===== config.mk =====
export PLATFORM = sky130hd
export DESIGN_NAME = cftc_frame
export DESIGN_NICKNAME = d
export VERILOG_FILES = /design/src/design/cftc_pkg.sv /design/src/design/cftc_frame.sv
export SDC_FILE = /design/constraint.sdc
export NUM_CORES = 1
export LEC_CHECK = 0
export BUFFER_PORTS_ARGS = -buffer_cell sky130_fd_sc_hd__buf_2
export CORE_AREA = 5 5 167 169
export DETAILED_ROUTE_END_ITERATION = 12
export DIE_AREA = 0 0 172 174
export PLACE_DENSITY = 0.63
export SYNTH_ARGS = -nofsm -noshare
export SYNTH_HDL_FRONTEND = slang
export SYNTH_SLANG_ARGS = --single-unit

===== constraint.sdc =====
create_clock -name i_clk -period 7.95 [get_ports i_clk]
set_input_delay 1.1925 -clock i_clk [delete_from_list [all_inputs] [get_ports i_clk]]
set_output_delay 1.1925 -clock i_clk [all_outputs]
set_load 0.05 [all_outputs]

===== src/design/cftc_pkg.sv =====
// Shared types, constants and the CRC-16 byte update for the telemetry frame checker.
package cftc_pkg;

    localparam logic [15:0] CRC_POLY        = 16'h1021;
    localparam logic [7:0]  MIN_FRAME_BYTES = 8'd3;
    localparam logic [7:0]  ATT_MIN_BYTES   = 8'd16;
    localparam logic [7:0]  ATT_FIRST_POS   = 8'd2;
    localparam logic [7:0]  ATT_LAST_POS    = 8'd13;
    localparam logic [7:0]  COUNT_MAX       = 8'd255;
    localparam int unsigned ATT_BYTES       = 12;

    typedef enum logic [1:0] {
        ST_OK   = 2'd0,
        ST_LEN  = 2'd1,
        ST_CRC  = 2'd2,
        ST_SIZE = 2'd3
    } t_status;

    typedef struct packed {
        logic [7:0] rx_byte;
        logic       end_of_datagram;
    } t_req;

    typedef struct packed {
        logic        frame_ok;
        t_status     status;
        logic [7:0]  message_type;
        logic        attitude_valid;
        logic [31:0] roll_bits;
        logic [31:0] pitch_bits;
        logic [31:0] yaw_bits;
        logic [7:0]  frame_length;
    } t_result;

    // CRC-16/XMODEM, MSB first, one byte per call.
    function automatic logic [15:0] crc_feed(input logic [15:0] crc, input logic [7:0] b);
        logic [15:0] c;
        c = crc ^ {b, 8'h00};
        for (int k = 0; k < 8; k++) begin
            if (c[15]) begin
                c = {c[14:0], 1'b0} ^ CRC_POLY;
            end else begin
                c = {c[14:0], 1'b0};
            end
        end
        return c;
    endfunction

endpackage


===== src/design/cftc_frame.sv =====
// Frame state, CRC and length checks, and the result register.
module cftc_frame #(
    parameter int unsigned MAX_FRAME_BYTES = 20
) (
    input  logic              i_clk,
    input  logic              i_rst_n,
    input  logic              i_fire,
    input  cftc_pkg::t_req    i_req,
    input  logic              i_out_stall,
    output logic              o_valid,
    output cftc_pkg::t_result o_result
);
    import cftc_pkg::*;

    localparam logic [7:0] MAX_BYTES = 8'(MAX_FRAME_BYTES);

    logic [15:0] r_crc;
    logic [7:0]  r_count;
    logic [7:0]  r_held0;
    logic [7:0]  r_held1;
    logic [7:0]  r_declared;
    logic [7:0]  r_type;
    logic [7:0]  r_att [ATT_BYTES];
    logic        r_out_valid;
    t_result     r_result;

    logic [15:0] n_crc;
    logic [7:0]  n_count;
    logic [7:0]  n_declared;
    logic [7:0]  n_type;
    logic [3:0]  att_idx;
    logic        att_wr;
    logic [15:0] rx_crc;
    t_status     status;
    logic        att_ok;
    t_result     n_result;

    always_comb begin
        n_crc      = (r_count >= 8'd2) ? crc_feed(r_crc, r_held0) : r_crc;
        n_count    = (r_count == COUNT_MAX) ? r_count : r_count + 8'd1;
        n_declared = (r_count == 8'd0) ? i_req.rx_byte : r_declared;
        n_type     = (r_count == 8'd1) ? i_req.rx_byte : r_type;
        att_wr     = (r_count >= ATT_FIRST_POS) && (r_count <= ATT_LAST_POS);
        att_idx    = r_count[3:0] - 4'd2;
        // The trailer is the two newest bytes once this one is shifted in.
        rx_crc     = {r_held1, i_req.rx_byte};

        if ((n_count < MIN_FRAME_BYTES) || (n_count > MAX_BYTES)) begin
            status = ST_SIZE;
        end else if (n_declared != n_count) begin
            status = ST_LEN;
        end else if (rx_crc != n_crc) begin
            status = ST_CRC;
        end else begin
            status = ST_OK;
        end

        // Attitude needs at least sixteen bytes, so all twelve are already held.
        att_ok = (status == ST_OK) && (n_type == 8'd0) && (n_count >= ATT_MIN_BYTES);

        n_result.frame_ok       = (status == ST_OK);
        n_result.status         = status;
        n_result.message_type   = n_type;
        n_result.attitude_valid = att_ok;
        n_result.roll_bits      = att_ok ? {r_att[3], r_att[2], r_att[1], r_att[0]} : 32'd0;
        n_result.pitch_bits     = att_ok ? {r_att[7], r_att[6], r_att[5], r_att[4]} : 32'd0;
        n_result.yaw_bits       = att_ok ? {r_att[11], r_att[10], r_att[9], r_att[8]} : 32'd0;
        n_result.frame_length   = n_count;
    end

    always_ff @(posedge i_clk) begin
        if (!i_rst_n) begin
            r_crc      <= 16'd0;
            r_count    <= 8'd0;
            r_held0    <= 8'd0;
            r_held1    <= 8'd0;
            r_declared <= 8'd0;
            r_type     <= 8'd0;
        end else if (i_fire) begin
            if (i_req.end_of_datagram) begin
                r_crc      <= 16'd0;
                r_count    <= 8'd0;
                r_held0    <= 8'd0;
                r_held1    <= 8'd0;
                r_declared <= 8'd0;
                r_type     <= 8'd0;
            end else begin
                r_crc      <= n_crc;
                r_count    <= n_count;
                r_held0    <= r_held1;
                r_held1    <= i_req.rx_byte;
                r_declared <= n_declared;
                r_type     <= n_type;
            end
        end
    end

    always_ff @(posedge i_clk) begin
        if (i_fire && att_wr) begin
            r_att[att_idx] <= i_req.rx_byte;
        end
    end

    always_ff @(posedge i_clk) begin
        if (!i_rst_n) begin
            r_out_valid <= 1'b0;
        end else if (i_fire && i_req.end_of_datagram) begin
            r_out_valid <= 1'b1;
        end else if (!i_out_stall) begin
            r_out_valid <= 1'b0;
        end
    end

    always_ff @(posedge i_clk) begin
        if (i_fire && i_req.end_of_datagram) begin
            r_result <= n_result;
        end
    end

    assign o_valid  = r_out_valid;
    assign o_result = r_result;

endmodule


==> impl_metrics.toml, run 1 <==
[status]
outcome = "finished clean"

[routing]
wl_per_cell_um = 18.90
dr.pass1.iters = 5
vias_per_cell = 5.338
drc = 0
wl_mm = 26.86
detail-route-antenna-nets = 0
drtIter0Drc = 726
vias = 7586

[cells_and_area]
final_nets = 1081
area_growth_pct = 14.38
diodes = 0
fin_area_um2 = 13320
layout_commonest_cell = "edfxtp_1"
layout_common_cells = "edfxtp_1 (212), inv_1 (131), buf_2 (129)"
layout-drive-gt1-share_pct = 21.30

[global_route]
grt_pass1_wl_mm = 42.02
grt_max_degree = 90
antenna_found_initial = 0
track_usage_pct = 17.58
grt_pass1_vias = 7311
grt-ovfl-total = 0

[worst_hold_path]
hp-class = "flip-flop to flip-flop"
min_from = "o_valid"

[worst_setup_path]
worstPathCellList = "inv_1, ha_1, or4_1, nor2_2, nand4_1, a32o_1, nor4_2, nand3_4, buf_4, nor3_1"
worstPathRequired_ns = 8.29
worstSetupStartpointType = "flip-flop"
path_buf_inv = 2
reg2reg_from = "r_count[0]"
critPathTopFamily = "simple AND/OR/NAND/NOR gates"
cp-end-kind = "flip-flop"
setup.worst_path.class = "flip-flop to flip-flop"
critPathSlowestCell = "or4_1"
cp_max_fo = 72
startpoint = "r_count[0]"
critPathMaxStageDelay_ns = 0.57
arrival_ns = 4.70

[placement]
dpl-instance-area_um2 = 12500
io_buffers = 129
hpwl_mm = 16.86
gp_congestion = 0.8833

[power]
p_leak_nw = 4.889
ir_worst_vdd_uv = 146.4
power_density_nw_per_um2 = 221.1

[sta]
max-slew-margin-rel_pct = 28.88
min_period_ns = 4.353
finalSetupViolCount = 0
fin_skew_ns = 0.02040
slew_violations = 0
worst_pin_slew_ns = 1.067
hold_viol = 0
timing.setup.tns_ns = 0
post-route-period-util_pct = 54.75
hold_slack_ns = 0.5093
rsz0062_at_grt = "false"
fmax_mhz = 229.7

[cts]
cts_setup_buffers = 0
clock-sinks = 269
cts_resized = 0
cts-root-buf = "clkbuf_16"
clk_latency_ns = 0.54
clock_path_buffers = 3
cts_hold_buf = 0
clkTransAtPathRegs_ns = 0.06
cts_buffers = 27
cts_max_level = 1
cts_tree = "built"

[yosys]
postSynth.asyncResetShare_pct = 0
synthCells = 956
synth_cell_types = 67
synth-edff-count = 212
syn_area_per_cell_um2 = 12.18
ys_seq_area_share_pct = 64.45
syn-cell-area_um2 = 11650
ys_ff_latch = 269
syn_nets = 975
synthFlopType = "edfxtp_1"
ys_warn_count = 0

[floorplanning]
die_area_um2 = 29930
rows = 60
die_w_um = 172
coreArea_um2 = 26430
start_util_pct = 44.08
boundaryPins = 130
dieHeight_um = 174

[run]
drv_cap = 0
==> through the flow <==
step	cells	setup slack (ns)	power (mW)	utilization (%)
floorplan	956	3.269	1.717	-
global placement	1374	3.638	1.775	47.30
detailed placement	1374	3.533	1.776	47.30
CTS	1421	3.679	2.975	50.42
global route	1421	3.328	3.047	50.42
finish	1421	3.597	2.946	50.42
==> registers in the layout, indices dropped and copies added (netlist names) <==
register / count
o_result: 116
o_valid: 1
r_att: 96
r_count: 8
r_crc: 16
r_declared: 8
r_held0: 8
r_held1: 8
r_type: 8
==> Yosys cell counts, types with 5 or more instances <==
library cell | number | share of area, %
o21ai_1 | 7 | 0.30
mux2_2 | 6 | 0.58
a31oi_1 | 15 | 0.81
nor3_2 | 30 | 2.6
a211o_1 | 7 | 0.53
inv_1 | 131 | 4.2
xnor2_1 | 27 | 2.0
buf_2 | 19 | 0.82
dfxtp_1 | 57 | 9.8
nand2_1 | 41 | 1.3
nor2b_1 | 36 | 1.9
a21oi_1 | 11 | 0.47
buf_6 | 6 | 0.58
a22oi_1 | 21 | 1.4
o21ai_0 | 17 | 0.73
ha_1 | 6 | 0.64
nand4_1 | 12 | 0.64
o22ai_1 | 22 | 1.2
nor2_1 | 35 | 1.1
nand3_1 | 11 | 0.47
and3_1 | 5 | 0.27
a211oi_1 | 6 | 0.39
xor2_1 | 7 | 0.53
or2_2 | 5 | 0.27
and2_1 | 29 | 1.6
o211ai_1 | 6 | 0.39
nor3_1 | 74 | 3.2
clkbuf_1 | 31 | 1.0
edfxtp_1 | 212 | 55
==> cell families (layout without fill, tap and decap cells) <==
family | Yosys count | after routing | synth area share, %
DFF | 269 | 269 | 64.45
AOI/OAI and AO/OA | 143 | 143 | 8.518
muxes | 7 | 7 | 0.6659
and+or+nand+nor | 301 | 301 | 15.17
adders and majority gates | 6 | 6 | 0.6445
xor gates and xnor gates | 41 | 41 | 3.878
buffers and inverters | 189 | 313 | 6.681
==> final cells by class <==
cell class | instances | area (um^2)
Clock buffer | 34 | 701.9
Clock inverter | 13 | 123.9
Fill cell | 2342 | 13100
Inverter | 131 | 491.7
Multi-Input combinational cell | 498 | 3382
Sequential cell | 269 | 7507
Tap cell | 341 | 426.7
Timing Repair Buffer | 135 | 690.7
==> worst register-to-register path, cell delays in order, from the launching register on <==
cell and delay, ns:
dfxtp_1 0.51, inv_1 0.21, ha_1 0.26, or4_1 0.57, nor2_2 0.42, nand4_1 0.24, a32o_1 0.29, nor4_2 0.32
nand3_4 0.42, buf_4 0.55, nor3_1 0.38
==> power by group <==
group          leakage [nW]  internal, mW  switching [mW]
Clock                 0.398         0.688           0.513
Sequential             2.45          1.54          0.0108
Combinational          2.05        0.0453           0.151
Total                  4.89          2.27           0.676
==> routing by layer <==
layer | routed length (um) | track usage, %
met5 | 0 | 0
met4 | 670 | 4.749
met3 | 1632 | 2.524
met2 | 12850 | 28.75
met1 | 11710 | 24.65
==> worst paths after layout <==
| kind | endpoint | slack, ns | depth (start not counted) |
|---|---|---|---|
| max | o_result[9] | 3.60 | 10 |
| min | o_valid | 0.51 | 2 |
| max reg2reg | o_result[9] | 3.60 | 10 |
| min reg2reg | o_valid | 0.51 | 2 |
(Power assumes the default switching activity.)
==> inputs of run 2 (changes only) <==
==> constraint.sdc (replaced) <==
create_clock -name i_clk -period 4.1 [get_ports i_clk]
set_input_delay 0.615 -clock i_clk [delete_from_list [all_inputs] [get_ports i_clk]]
set_output_delay 0.615 -clock i_clk [all_outputs]
set_load 0.05 [all_outputs]
==> run 2 against run 1 <==
  * Sequential power grew 94%
  * Utilization up 0.96 points
  * Worst hold slack got worse by 0.14 ns
  * Critical path depth is the same
  * Critical endpoint is now o_result[39]
  * Clock skew fell by 0.015 ns
  * Count of clock-buffer cells in the layout is 4 lower
  * Sequential share of layout area decreased by 1.0 points
  * Total power is 99% higher
  * Critical path type unchanged
  * Clock power increased by 110%
==> impl_metrics.toml, run 2 (synthesis results as in run 1) <==
[floorplanning]
rows = 60
die_w_um = 172
dieHeight_um = 174
boundaryPins = 130
coreArea_um2 = 26430
start_util_pct = 44.08
die_area_um2 = 29930

[worst_setup_path]
startpoint = "r_count[0]"
worstSetupStartpointType = "flip-flop"
reg2reg_from = "r_count[0]"
critPathMaxStageDelay_ns = 0.72
cp_max_fo = 82
setup.worst_path.class = "flip-flop to flip-flop"
ff2ff_path_depth = 10
arrival_ns = 4.24
critPathSlowestCell = "or4_4"
worstPathCellList = "inv_1, ha_1, nor3b_2, a21boi_0, a211o_1, a211oi_2, nand4_1, or4_4, buf_12, nor3_1"
worstPathRequired_ns = 4.45
cp-end-kind = "flip-flop"

[cells_and_area]
diodes = 0
area_growth_pct = 16.55
layout_commonest_cell = "edfxtp_1"
final_nets = 1099
nFillCells = 2334
multi_input_area_um2 = 3382
layout_common_cells = "edfxtp_1 (212), inv_1 (131), buf_2 (129)"
regArea_um2 = 7507
layout-drive-gt1-share_pct = 22.98
largest_reg_flops = 116

[power]
p_leak_nw = 5.035
p_comb_share_pct = 6.8
ir_worst_vdd_uv = 356.7
internal_power_mw = 4.539
p_switching_mw = 1.320
power_density_nw_per_um2 = 431.5
clkPwrFrac_pct = 42.0
switching_share_pct = 22.52
p_seq_share_pct = 51.2

[cts]
clkTransAtPathRegs_ns = 0.06
cts_max_level = 1
cts_setup_buffers = 0
cts_hold_buf = 0
cts_tree = "built"
clk_latency_ns = 0.52
clock-sinks = 269
clock_path_buffers = 3
cts-root-buf = "clkbuf_16"
cts_buffers = 27
cts_resized = 0

[sta]
min_period_ns = 3.886
fmax_mhz = 257.4
fin_skew_ns = 0.005043
setup_slack_ns = 0.2143
rsz0062_at_grt = "false"
hold_viol = 0
post-route-period-util_pct = 94.77
finalSetupViolCount = 0
worst_pin_slew_ns = 0.9482
timing.setup.tns_ns = 0
max-slew-margin-rel_pct = 36.56
slew_violations = 0

[placement]
pre_cts_ws_ns = 0.3705
io_buffers = 129
hpwl_mm = 17.71
gp_congestion = 0.8883

[routing]
vias_per_cell = 5.306
detail-route-antenna-nets = 0
drtIter0Drc = 677
wl_per_cell_um = 18.84
vias = 7651
dr.pass1.iters = 5
wl_mm = 27.17
drc = 0

[global_route]
grt-ovfl-total = 0
antenna_found_initial = 0
grt_pass1_wl_mm = 41.48
grt_pass1_vias = 7237
grt_max_degree = 83
track_usage_pct = 17.53

[worst_hold_path]
whs_path_depth = 3
hp-class = "input port to flip-flop"
min_from = "i_out_stall"

[run]
drv_cap = 0

[status]
outcome = "finished clean"
-- run 2: cell count changes in the layout (fill, tap and decap cells not counted), sizes merged --
cell and delta:
clkbuf -4, bufinv +2, buf +18, clkinv +3, inv +2
-- run 2: metrics by stage --
step	total power [mW]	area, um^2	std cells	hold slack [ns]	utilization [%]
floorplan	3.327	11650	956	0.4951	-
global placement	3.458	12680	1392	0.4848	48.00
detailed placement	3.461	12680	1392	0.5189	48.00
CTS	5.919	13580	1442	0.3493	51.38
global route	6.063	13580	1442	0.3611	51.38
finish	5.859	13580	1442	0.3671	51.38
-- run 2: worst paths after layout --
path                  endpoint  slack (ns)
setup / recovery  o_result[39]        0.21
hold / removal         o_valid        0.37
setup reg to reg  o_result[39]        0.21
hold reg to reg        o_valid        0.52
-- run 2: power by group through the flow --
| stage | logic, mW | registers [mW] | clock network [mW] |
|---|---|---|---|
| 5_1_grt | 0.422 | 3.00 | 2.64 |
| 3_5_place_dp | 0.400 | 3.06 | 0 |
| 3_3_place_gp | 0.398 | 3.06 | 0 |
| 4_1_cts | 0.401 | 3.00 | 2.52 |
| 6_report | 0.397 | 3.00 | 2.46 |
| 2_1_floorplan | 0.139 | 3.19 | 0 |
-- run 2: per-layer routing --
metal	up-vias	GRT usage, %	wire (um)
met5	-	0	0
met4	0	3.931	537
met3	43	2.433	1671
met2	241	28.75	13090
met1	3711	24.90	11870
li1	3656	-	-
-- run 2: critical path, delay by kind of cell, from the launching register on --
family,cells,cell delay [ns]
AOI/OAI and AO/OA,3,0.76
adders and majority gates,1,0.36
buffers and inverters,2,0.46
DFF,1,0.40
and+or+nand+nor,4,1.64
-- run 2: area by class of cell --
type / instances / share of cell area (%)
sequential: 269 / 55.29
multi-input combinational: 498 / 24.91
timing repair buffer: 153 / 6.451
clock buffer: 30 / 5.059
inverter: 131 / 3.622
tap: 341 / 3.143
clock inverter: 20 / 1.521
